--- config.mk ---
export PLATFORM = sky130hd
export DESIGN_NAME = i2c_master_byte_engine
export DESIGN_NICKNAME = d
export VERILOG_FILES = /design/src/i2cmbe_pkg.sv /design/src/i2cmbe_step.sv /design/src/i2c_master_byte_engine.sv
export VERILOG_INCLUDE_DIRS = /design/src /design/src/src
export SDC_FILE = /design/constraint.sdc
export NUM_CORES = 1
export LEC_CHECK = 0
export BUFFER_PORTS_ARGS = -buffer_cell sky130_fd_sc_hd__buf_2
export CORE_ASPECT_RATIO = 1.4
export CORE_UTILIZATION = 45
export CTS_CLUSTER_DIAMETER = 30
export CTS_CLUSTER_SIZE = 24
export DETAILED_ROUTE_END_ITERATION = 8
export GPL_TIMING_DRIVEN = 0
export PLACE_DENSITY_LB_ADDON = 0.3
export RECOVER_POWER = 100
export SYNTH_ARGS = -nofsm -noshare
export SYNTH_HDL_FRONTEND = slang
export SYNTH_HIERARCHICAL = 1
export SYNTH_SLANG_ARGS = --single-unit
--- constraint.sdc ---
create_clock -name aclk -period 3.5 [get_ports aclk]
set_input_delay 0.175 -clock aclk [delete_from_list [all_inputs] [get_ports aclk]]
set_output_delay 0.175 -clock aclk [all_outputs]
set_load 0.005 [all_outputs]
--- src/i2c_master_byte_engine_macros.svh ---
// Assertion macros for the I2C master byte engine.
// Used by the top level; expects aclk and aresetn in scope at the point of use.
`ifndef I2C_MASTER_BYTE_ENGINE_MACROS_SVH
`define I2C_MASTER_BYTE_ENGINE_MACROS_SVH
`ifndef ASSERT_OFF
`define I2CMBE_ASSERT(lbl, cond) \
    lbl: assert property (@(posedge aclk) disable iff (!aresetn) (cond)) \
        else $error("i2cmbe check failed");
`define I2CMBE_ASSERT_IMP(lbl, ante, cons) \
    lbl: assert property (@(posedge aclk) disable iff (!aresetn) (ante) |-> (cons)) \
        else $error("i2cmbe check failed");
`else
`define I2CMBE_ASSERT(lbl, cond)
`define I2CMBE_ASSERT_IMP(lbl, ante, cons)
`endif
`endif

--- src/i2cmbe_pkg.sv ---
// Shared types, command codes and phase counts for the I2C master byte engine.
// No dependencies.
package i2cmbe_pkg;

    localparam int MODE_W    = 3;
    localparam int PHASE_W   = 5;
    localparam int SUB_W     = 2;
    localparam int DELAY_W   = 16;
    localparam int BYTE_W    = 8;

    localparam logic [MODE_W-1:0] MODE_START   = 3'd0;
    localparam logic [MODE_W-1:0] MODE_STOP    = 3'd1;
    localparam logic [MODE_W-1:0] MODE_WRITE   = 3'd2;
    localparam logic [MODE_W-1:0] MODE_RD_ACK  = 3'd3;
    localparam logic [MODE_W-1:0] MODE_RD_NACK = 3'd4;

    localparam logic [DELAY_W-1:0] DELAY_RESET = 16'd10;

    // Write phase landmarks
    localparam logic [PHASE_W-1:0] PH_WR_LAST_BIT = 5'd23;
    localparam logic [PHASE_W-1:0] PH_WR_ACK_REL  = 5'd24;
    localparam logic [PHASE_W-1:0] PH_WR_ACK_HIGH = 5'd25;
    // Read phase landmarks
    localparam logic [PHASE_W-1:0] PH_RD_ACK_DRV  = 5'd16;
    localparam logic [PHASE_W-1:0] PH_RD_ACK_HIGH = 5'd17;

    // Sub-phase within one write bit
    localparam logic [SUB_W-1:0] SUB_DATA = 2'd0;
    localparam logic [SUB_W-1:0] SUB_HIGH = 2'd1;
    localparam logic [SUB_W-1:0] SUB_LOW  = 2'd2;

    typedef struct packed {
        logic [MODE_W-1:0]  mode;
        logic [PHASE_W-1:0] phase;
        logic [SUB_W-1:0]   sub;
        logic [DELAY_W-1:0] div;
        logic [BYTE_W-1:0]  shreg;
        logic               busy;
        logic               scl;
        logic               sda;
        logic               ack;
        logic [BYTE_W-1:0]  rd_latch;
    } engine_state_t;

    // Number of bus phases for each command
    function automatic logic [PHASE_W-1:0] phase_count(input logic [MODE_W-1:0] m);
        logic [PHASE_W-1:0] n;
        case (m)
            MODE_START: n = 5'd3;
            MODE_STOP:  n = 5'd1;
            MODE_WRITE: n = 5'd27;
            default:    n = 5'd19;
        endcase
        return n;
    endfunction

    function automatic logic is_read(input logic [MODE_W-1:0] m);
        return (m == MODE_RD_ACK) || (m == MODE_RD_NACK);
    endfunction

endpackage

--- src/i2cmbe_step.sv ---
// One-tick next-state logic of the I2C master byte engine.
// Depends on i2cmbe_pkg.
module i2cmbe_step
    import i2cmbe_pkg::*;
(
    input  engine_state_t      st,
    input  logic [DELAY_W-1:0] delay_ticks,
    input  logic               cmd_valid,
    input  logic [MODE_W-1:0]  mode,
    input  logic [BYTE_W-1:0]  wr_byte,
    input  logic               sda_in,
    output engine_state_t      nx,
    output logic               done
);

    // Drive line levels on entry to phase p
    function automatic engine_state_t enter_phase(input engine_state_t s,
                                                  input logic [PHASE_W-1:0] p);
        engine_state_t r;
        r = s;
        case (s.mode)
            MODE_START: begin
                if (p == 5'd0) begin
                    r.sda = 1'b1;
                    r.scl = 1'b1;
                end else if (p == 5'd1) begin
                    r.sda = 1'b0;
                end else begin
                    r.scl = 1'b0;
                end
            end
            MODE_STOP: begin
                r.sda = 1'b0;
                r.scl = 1'b1;
            end
            MODE_WRITE: begin
                if (p <= PH_WR_LAST_BIT) begin
                    case (s.sub)
                        SUB_DATA: r.sda = s.shreg[BYTE_W-1];
                        SUB_HIGH: r.scl = 1'b1;
                        default: begin
                            r.scl   = 1'b0;
                            r.shreg = {s.shreg[BYTE_W-2:0], 1'b0};
                            if (p == PH_WR_LAST_BIT) begin
                                r.sda = 1'b1;
                            end
                        end
                    endcase
                end else if (p == PH_WR_ACK_REL) begin
                    r.sda = 1'b1;
                end else if (p == PH_WR_ACK_HIGH) begin
                    r.scl = 1'b1;
                end else begin
                    r.scl = 1'b0;
                end
            end
            default: begin
                if (p < PH_RD_ACK_DRV) begin
                    r.scl = ~p[0];
                end else if (p == PH_RD_ACK_DRV) begin
                    r.sda = (s.mode == MODE_RD_ACK) ? 1'b0 : 1'b1;
                end else if (p == PH_RD_ACK_HIGH) begin
                    r.scl = 1'b1;
                end else begin
                    r.scl = 1'b0;
                end
            end
        endcase
        return r;
    endfunction

    logic [DELAY_W-1:0] dly_eff;
    logic [DELAY_W:0]   div_inc;
    logic [PHASE_W-1:0] phase_inc;
    engine_state_t      s;

    assign dly_eff   = (delay_ticks == '0) ? DELAY_W'(1) : delay_ticks;
    assign div_inc   = {1'b0, st.div} + (DELAY_W+1)'(1);
    assign phase_inc = st.phase + PHASE_W'(1);

    // Advance the running command, or take a new one when idle
    always_comb begin
        s    = st;
        done = 1'b0;
        if (st.busy) begin
            if (div_inc >= {1'b0, dly_eff}) begin
                // sample at the end of the phase
                if ((st.mode == MODE_WRITE) && (st.phase == PH_WR_ACK_HIGH)) begin
                    s.ack = sda_in;
                end else if (is_read(st.mode) && (st.phase < PH_RD_ACK_DRV)
                             && !st.phase[0]) begin
                    s.shreg = {st.shreg[BYTE_W-2:0], sda_in};
                end
                s.div = '0;
                s.sub = (st.sub == SUB_LOW) ? SUB_DATA : SUB_W'(st.sub + SUB_W'(1));
                if (phase_inc >= phase_count(st.mode)) begin
                    if ((st.mode == MODE_STOP) || is_read(st.mode)) begin
                        s.sda = 1'b1;
                    end
                    if (is_read(st.mode)) begin
                        s.rd_latch = s.shreg;
                    end
                    s.busy  = 1'b0;
                    s.phase = '0;
                    done    = 1'b1;
                end else begin
                    s.phase = phase_inc;
                    s       = enter_phase(s, phase_inc);
                end
            end else begin
                s.div = div_inc[DELAY_W-1:0];
            end
        end else if (cmd_valid && (mode <= MODE_RD_NACK)) begin
            s.mode  = mode;
            s.phase = '0;
            s.sub   = SUB_DATA;
            s.div   = '0;
            s.busy  = 1'b1;
            s.shreg = (mode == MODE_WRITE) ? wr_byte : '0;
            s       = enter_phase(s, '0);
        end
        nx = s;
    end

endmodule

--- src/i2c_master_byte_engine.sv ---
// I2C master byte engine: one tick request in, one line/status result out.
// The result of an accepted tick appears in the output register in the next cycle.
// Throughput: 1 tick per cycle while results are taken; the engine state register closes the state loop.
// A full output register with m_ready low holds s_ready low until the result is taken.
// Reset (aresetn low, synchronous): idle, lines released, delay_ticks = 10.
// Depends on i2cmbe_pkg, i2cmbe_step and i2c_master_byte_engine_macros.svh.
`include "i2c_master_byte_engine_macros.svh"
module i2c_master_byte_engine
    import i2cmbe_pkg::*;
#(
    parameter logic [DELAY_W-1:0] DELAY_TICKS_RESET = DELAY_RESET
)
(
    input  logic               aclk,
    input  logic               aresetn,
    // configuration write channel
    input  logic               cfg_valid,
    output logic               cfg_ready,
    input  logic [DELAY_W-1:0] cfg_delay_ticks,
    // tick requests
    input  logic               s_valid,
    output logic               s_ready,
    input  logic               s_cmd_valid,
    input  logic [MODE_W-1:0]  s_mode,
    input  logic [BYTE_W-1:0]  s_wr_byte,
    input  logic               s_sda_in,
    // results
    output logic               m_valid,
    input  logic               m_ready,
    output logic               m_scl,
    output logic               m_sda_out,
    output logic               m_busy_res,
    output logic               m_done_res,
    output logic [BYTE_W-1:0]  m_rd_byte,
    output logic               m_ack_bit
);

    engine_state_t      state_reg;
    engine_state_t      state_next;
    logic               done_next;
    logic [DELAY_W-1:0] delay_reg;
    logic               m_valid_reg;
    logic               done_reg;
    logic               accept;

    assign cfg_ready = 1'b1;
    assign s_ready   = !m_valid_reg || m_ready;
    assign accept    = s_valid && s_ready;

    i2cmbe_step u_step (
        .st          (state_reg),
        .delay_ticks (delay_reg),
        .cmd_valid   (s_cmd_valid),
        .mode        (s_mode),
        .wr_byte     (s_wr_byte),
        .sda_in      (s_sda_in),
        .nx          (state_next),
        .done        (done_next)
    );

    // Hold the delay register
    always_ff @(posedge aclk) begin
        if (!aresetn) begin
            delay_reg <= DELAY_TICKS_RESET;
        end else if (cfg_valid && cfg_ready) begin
            delay_reg <= cfg_delay_ticks;
        end
    end

    // Advance engine state on each accepted request
    always_ff @(posedge aclk) begin
        if (!aresetn) begin
            state_reg <= '{mode: MODE_START, phase: '0, sub: SUB_DATA, div: '0,
                           shreg: '0, busy: 1'b0, scl: 1'b1, sda: 1'b1,
                           ack: 1'b1, rd_latch: '0};
            done_reg  <= 1'b0;
        end else if (accept) begin
            state_reg <= state_next;
            done_reg  <= done_next;
        end
    end

    // Hold the result until taken
    always_ff @(posedge aclk) begin
        if (!aresetn) begin
            m_valid_reg <= 1'b0;
        end else if (accept) begin
            m_valid_reg <= 1'b1;
        end else if (m_ready) begin
            m_valid_reg <= 1'b0;
        end
    end

    assign m_valid    = m_valid_reg;
    assign m_scl      = state_reg.scl;
    assign m_sda_out  = state_reg.sda;
    assign m_busy_res = state_reg.busy;
    assign m_done_res = done_reg;
    assign m_rd_byte  = state_reg.rd_latch;
    assign m_ack_bit  = state_reg.ack;

    `I2CMBE_ASSERT_IMP(a_done_not_busy, done_reg, !state_reg.busy)
    `I2CMBE_ASSERT_IMP(a_idle_clean, !state_reg.busy,
                       (state_reg.phase == '0) && (state_reg.div == '0))
    `I2CMBE_ASSERT(a_phase_range,
                   !state_reg.busy || (state_reg.phase < phase_count(state_reg.mode)))

endmodule
Word-level counts from Yosys, hierarchy flattened
Cells that the tools add are included.
- register bits after elaboration: 64
- bits of input ports: 34
- output and inout bits: 16
- logic and storage cells: 128
- add/sub/neg operators: 3
- order comparisons: 6
- eq/ne operators: 29
- mux-type cells: 49
- bitwise gates (word level): 2
- reduce and logical (&&, ||, !) cells: 26
- operator list (operator ; number):
    $mux 46 ; 2
    $mux 8 ; 9
    $mux 16 ; 2
    $eq 5x5->1 const B ; 6
    $mux 1 ; 23
    $mux 20 ; 1
    $add 16x1->17 const B ; 1
    $ge 17x16->1 ; 1
    $logic_not 16->1 ; 1
    $mux 5 ; 3
    $pmux 5 s3 ; 1
    $ne 6x3->1 const B ; 2
    $reduce_and 11->1 ; 1
    $lt 5x5->1 const B ; 2
    $ne 5x5->1 const B ; 2
    $eq 3x2->1 const B ; 3
    $reduce_and 9->1 ; 1
    $ne 4x4->1 const B ; 2
    $mux 7 ; 1
    $eq 3x1->1 const B ; 2
    $logic_not 3->1 ; 2
    $mux 2 ; 3
    $ne 6x1->1 const B ; 1
    $ne 6x6->1 const B ; 1
    other kinds (30) ; 42

Depth between registers and ports, before layout
Gate-level depths: netlist of the first run.
- depth after elaboration: 12
- depth in mapped cells: 17
- mapped depth without buffers: 16

Hierarchy
The synthesis of the first run kept the hierarchy.
- by module, submodules not included (module ; instances ; cells an instance ; area each (um^2) ; sequential area each (um^2)):
    i2c_master_byte_engine ; 1 ; 270 ; 2605.0 ; 1281.2
    i2cmbe_step ; 1 ; 339 ; 2299.7 ; 0.0

Worst setup path before layout of the first run
OpenSTA, ideal clock, no wires.
- kind: reg2reg
- from: reg state_reg[20] in the netlist's numbering
- to: reg state_reg, in the netlist m_rd_byte[0]
- setup time: 0.118 ns
- arrival time: 3.723 ns
- data required time: 3.382 ns
- setup slack: -0.341 ns
- stages on the path, launching flop included: 16
- buffers on the path: 1
- clock period less this slack: 3.841 ns
- cell sequence: dfxtp_1 > ha_1 > nand2_1 > nor3b_1 > or3b_2 > xnor2_1 > ha_1 > a211o_1 > o32a_1 > o21ai_1 > nand2_1 > buf_2 > nand4_1 > mux2_2 > nand2_1 > mux2i_1
- longest elaborated chain between the ends: 3
- RTL lines (item ; line ; text):
    start, declared ; i2c_master_byte_engine.sv:38 ; engine_state_t state_reg;
    start signal, assigned ; i2c_master_byte_engine.sv:73 ; state_reg <= '{mode: MODE_START, phase: '0, sub: SUB_DATA, div: '0,
    start signal, assigned ; i2c_master_byte_engine.sv:78 ; state_reg <= state_next;
    $add 16x1->17 ; i2cmbe_step.sv:78 ; assign div_inc = {1'b0, st.div} + (DELAY_W+1)'(1);
    $ge 17x16->1 ; i2cmbe_step.sv:86 ; if (div_inc >= {1'b0, dly_eff}) begin
    $reduce_and 5->1 (no line) ; n/a ;
Every way passes these cells.
A chain may end at the register's enable or synchronous reset.

==> results of run 1 <==
==> synth_stat cells (6+ instances only) <==
library cell / n / area [um2]
clkbuf_1: 23 / 86.3
buf_4: 12 / 90.1
xnor2_1: 8 / 70.1
nor2b_1: 18 / 113
nand2b_1: 6 / 37.5
mux2i_1: 73 / 731
xor2_1: 9 / 78.8
a221o_1: 8 / 80.1
and3_1: 7 / 43.8
nand3_1: 17 / 85.1
a22o_1: 17 / 149
mux2_2: 16 / 180
nand2_1: 128 / 480
nand4_1: 6 / 37.5
nor3_1: 8 / 40.0
ha_1: 25 / 313
dfxtp_1: 64 / 1280
o21ai_0: 12 / 60.1
inv_1: 30 / 113
a21oi_1: 27 / 135
nor2_1: 22 / 82.6
==> worst max-delay path by stage <==
stage | from | end | cells after the start
detailed placement | state_reg[22] | m_rd_byte[2] | 17
finish | state_reg[38] | state_reg[13] | 14
global placement | state_reg[22] | m_rd_byte[2] | 17
floorplan | state_reg[20] | m_rd_byte[0] | 16
global route | state_reg[38] | state_reg[14] | 14
CTS | state_reg[20] | m_rd_byte[5] | 17
==> metrics by stage <==
stage | worst slack [ns] | hold WS (ns) | std cells
after global routing | -0.201 | 0.0601 | 837
after CTS | -0.0897 | 0.0467 | 827
after detailed placement | -0.810 | 0.401 | 793
after floorplan | 0.00449 | 0.303 | 609
after global placement | -0.709 | 0.399 | 793
final | -0.0821 | 0.0478 | 837
==> report_power, final <==
part	internal [mW]	total [mW]	leakage [nW]	switching, mW
clock network	0.569	0.916	0.145	0.347
registers	0.744	0.766	0.529	0.0218
logic	0.125	0.290	2.04	0.165
total	1.44	1.97	2.71	0.533
==> cells by family (layout without fill, tap and decap cells) <==
| logic type | Yosys count | after routing |
|---|---|---|
| simple gates | 232 | 232 |
| compound gates | 104 | 104 |
| mux | 89 | 89 |
| buf+inv | 76 | 166 |
| flops | 64 | 64 |
| fa+ha+maj | 25 | 25 |
| xor+xnor | 18 | 18 |
| other cells | 1 | 1 |
==> metal layers <==
layer / part of all wire [%] / track usage, % / vias to the layer above / wire length (um)
met2: 52 / 43.6 / 127 / 7090
met5: 0 / 0 / - / 0
met1: 41 / 26.8 / 2245 / 5570
li1: - / - / 2303 / -
met3: 3.5 / 2.80 / 39 / 478
met4: 3.9 / 13.1 / 0 / 529
==> worst register-to-register path: stages, from the launching register on <==
cell	delay, ns
dfxtp_4	0.38
buf_8	0.12
clkinvlp_4	0.14
ha_4	0.26
ha_1	0.29
nor2b_1	0.15
o41a_1	0.46
or2_4	0.28
or4b_4	0.57
a22oi_4	0.19
buf_12	0.15
mux2i_1	0.08
a221o_1	0.27
nand2_1	0.07
mux2i_1	0.07
==> what timing repair did <==
| action | 4_1_cts | 5_1_grt |
|---|---|---|
| resized for setup | 33 | 34 |
| pin swaps | 10 | 20 |
| endpoints found under the setup margin | 43 | 43 |
| cloned | 0 | 1 |
| buffers inserted | 20 | 13 |
==> final cells by class <==
cell class / count / area, um2 / area share, %
plain buffers: 42 / 299 / 4.82
clock buffers: 11 / 243 / 3.91
clock inverters: 5 / 56.3 / 0.907
inverters: 30 / 116 / 1.88
multi-input cells: 469 / 3490 / 56.3
flip-flops and latches: 64 / 1310 / 21.1
well taps: 138 / 173 / 2.78
repair buffers: 78 / 513 / 8.27
==> metrics, run 1 <==
Power Density 318 nW/um2; crit-path max FO 7; Worst-path clk slew 0.06 ns; Post-Synth Adder-Cell Area 6.38%; RSZ-0062 raised after global routing yes; n_diodes 0; largest family of logic cells by synthesized area simple AND/OR/NAND/NOR gates; drt first pass iters 5; Worst EP required 3.73 ns; max reg flops 34; global-route wire length before repair 21700 um; CP max stage delay 0.57 ns; f_max 0.279 GHz; final WL 13700 um; most frequent cells in the layout nand2_1 (124), mux2i_1 (73), dfxtp_1 (51); worst path buffer plus inverter count 3; Clk Latency, worst-skew pair 0.34 ns; start point of the worst min-delay path cfg_delay_ticks[1]; critical path endpoint category register; DRT iter0 DRCs 207; CTS Buffer Depth 2; Placement Rows 44; worst slew pin tran 0.940 ns; Pleak 2.71 nW; worst r2r src state_reg[38]; simple-gate portion of the synthesized area 21.9%; cell area after layout 6210 um2; number of routed nets with antenna violations 0; Worst R2R End state_reg[13]; most used cell, CP mux2i_1; dpl hpwl 9380 um; setup TNS -0.394 ns; Placed Area 5400 um2; height of the chip 126 um; initial antenna violation count 0; starting density of the core 46.9%; Final Setup Violations 8; CTS Buf Count 9; hold worst-path end delay_reg[1]; register bit total from synthesis 64; GRT overflow 0; gr usage total 23.9%; Top delay family on crit path simple AND/OR/NAND/NOR gates; minimum clock period 3.58 ns; Hold WC Path Type primary input to register; routability cong. 0.938; Max Slew Vio Count 0; Yosys Warn Count 6; skew final 0.00443 ns; CP max-delay cell or4b_4; status finished with violations; CP startpoint kind register; Cells after Synth 609; Synth-to-Final Area Change 26.5%; Post-CTS Hold Buffers 0; worst reg-to-reg setup slack -0.08 ns; PnR worst setup slack -0.0821 ns; Power, Total 1.97 mW; FF-to-FF path depth 14; Die ar. 11300 um2; CP cell instances buf_8 > clkinvlp_4 > ha_4 > ha_1 > nor2b_1 > o41a_1 > or2_4 > or4b_4 > a22oi_4 > buf_12 > mux2i_1 > a221o_1 > nand2_1 > mux2i_1; Syn Area/Cell 8.05 um2; vias per cell 5.63; Synth Net Count 668; ys async rst share 0%; Max IR drop VDD 0.217 mV; CTS tree done; IO Pins 50; post-synthesis mux area share 18.6%; Post-Syn Area 4900 um2; Distinct cells, synth 59; sequential area share after synthesis 26.1%; post-synthesis compound-gate area fraction 15.4%; clk sinks 64; Root Buffer clkbuf_16; Post-synth EDFFs 0; Final Hold Viols 0; WL per Instance 16.3 um; final design utilization 59.3%; buffers added on ports 46; Max Cap Viol 0; vias in the first global route 4542; CTS H-tree depth 3; die span in x 90.2 um; largest net degree at the start of global routing 13; Hold Path Depth 3; xor/xnor share of the synthesized area 3.37%; DRC Markers 0; vias 4714; Core ar. 10500 um2; Slew HR 36.8%; commonest non-fill, non-tap cell in the layout nand2_1; layout cells sized above 1 26.2%; violated checks negative setup slack; top_reg_cell synth dfxtp_1; CP Data Arrival Time 3.82 ns; final cycle utilization of the critical path 102%; critical path class register to register; Fill cells 940; nets@finish 753
Power figures use the tool's default switching activity.
==> run 2: changes to the inputs <==
Settings changed: PLACE_DENSITY set to 0.66, PLACE_DENSITY_LB_ADDON 0.3 to not set.
==> run 2 against run 1 <==
Effect of this change: the flow still finishes with violations (negative setup slack); wire length down 3.2%; global-route usage decreased by 0.47 points; worst hold slack better by 0.017 ns; largest cell class unchanged; highest routed layer unchanged.
==> metrics, run 2 (same netlist as run 1, synthesis figures left out) <==
status finished with violations; violated checks negative setup slack; Top delay family on crit path simple AND/OR/NAND/NOR gates; Power Density 339 nW/um2; DP Worst Slack -0.787 ns; final WL 13200 um; dpl hpwl 9530 um; RSZ-0062 raised after global routing yes; CTS tree done; Synth-to-Final Area Change 22.7%; Max IR drop VDD 0.254 mV; routability cong. 0.939; largest net degree at the start of global routing 13; DRT iter0 DRCs 169; critical path endpoint category register; CP startpoint kind register; worst slew pin tran 1.05 ns; most frequent cells in the layout nand2_1 (126), mux2i_1 (73), dfxtp_1 (53); crit-path max FO 8; vias 4638; commonest non-fill, non-tap cell in the layout nand2_1; CP max stage delay 0.44 ns; CP cell instances ha_4 > nand2_4 > nor3b_4 > or3b_4 > xnor2_4 > ha_4 > nand4_1 > buf_4 > o32ai_4 > o21ai_2 > nand2_1 > buf_6 > nand4_1 > buf_6 > mux2_4 > nand2_1 > mux2i_1; global-route wire length before repair 21500 um; GRT overflow 0; IO Pins 50; Slew HR 29.5%; final cycle utilization of the critical path 103%; vias in the first global route 4530; Root Buffer clkbuf_16; CTS Buffer Depth 2; Core ar. 10500 um2; initial antenna violation count 0; minimum clock period 3.59 ns; Worst EP required 3.72 ns; Hold WC Path Type primary input to register; die span in x 90.2 um; Worst-path clk slew 0.06 ns; CP Data Arrival Time 3.81 ns; Placement Rows 44; clk sinks 64; starting density of the core 46.9%; drt first pass iters 5; CTS H-tree depth 3; PnR worst setup slack -0.0928 ns; gr usage total 23.4%; DRC Markers 0; n_diodes 0; final design utilization 57.5%; CTS Buf Count 9; WL per Instance 16.1 um; number of routed nets with antenna violations 0; nets@finish 738; worst path buffer plus inverter count 3; area used by multi-input combinational logic 3450 um2; register area 1310 um2; CP max-delay cell or3b_4; max reg flops 34; Final Hold Viols 0; Post-CTS Hold Buffers 0; Final Setup Violations 17; layout cells sized above 1 22.7%; skew final 0.00875 ns; buffers added on ports 46; Max Cap Viol 0; vias per cell 5.64; Clk Latency, worst-skew pair 0.34 ns; f_max 0.278 GHz; Max Slew Vio Count 0; Fill cells 988; Die ar. 11300 um2; Pleak 2.61 nW; critical path class register to register; height of the chip 126 um
## run 2: worst paths after layout
| path | to | startpoint | slack [ns] | cells past startpoint |
|---|---|---|---|---|
| min | delay_reg[1] | cfg_delay_ticks[1] | 0.06 | 3 |
| min reg2reg | m_done_res | m_done_res | 0.46 | 2 |
| max | m_rd_byte[4] | state_reg[20] | -0.09 | 17 |
| max reg2reg | m_rd_byte[4] | state_reg[20] | -0.09 | 17 |
## run 2: timing repair
item	in CTS	in global routing
pin swaps	8	4
gates resized for setup	36	10
endpoints found under the setup margin	42	41
buffers inserted	17	0
## run 2: layout make-up
type | instances | area share [%]
multi-input cells | 469 | 57.4
flip-flops and latches | 64 | 21.7
repair buffers | 63 | 6.03
plain buffers | 42 | 4.82
clock buffers | 11 | 4.03
well taps | 138 | 2.87
inverters | 30 | 1.87
clock inverters | 5 | 1.33
## run 2: stage by stage
stage          instance area, um2  cells  TNS (ns)  hold WS (ns)  power, mW
2_1_floorplan                5000    609         0         0.303      0.961
5_1_grt                      6020    822     -4.67        0.0945       2.11
3_5_place_dp                 5400    793    -15.41         0.407       1.05
4_1_cts                      5990    823     -1.44        0.0604       2.04
6_report                     6020    822    -0.990        0.0647       2.04
3_3_place_gp                 5400    793    -14.60         0.400       1.04
## run 2: metal layers
layer  global-route usage, %  routed length [um]  vias up
met2                    44.6                6970      133
met4                    11.6                 448        0
met5                       0                   0        -
met3                    3.95                 579       39
li1                        -                   -     2264
met1                    24.4                5240     2202
## run 2: where the power goes
part           switching, mW  internal [mW]  leakage [nW]
clock                  0.353          0.642         0.152
combinational          0.161          0.117          1.93
sequential            0.0216          0.745         0.527
total                  0.536           1.50          2.61
## run 2: worst reg2reg max path: stages, from the launching register on
cell and delay, ns:
dfxtp_4 0.36, ha_4 0.15, nand2_4 0.06, nor3b_4 0.24, or3b_4 0.44, xnor2_4 0.15, ha_4 0.28, nand4_1 0.18
buf_4 0.20, o32ai_4 0.30, o21ai_2 0.10, nand2_1 0.11, buf_6 0.13, nand4_1 0.12, buf_6 0.21, mux2_4 0.30
nand2_1 0.06, mux2i_1 0.08
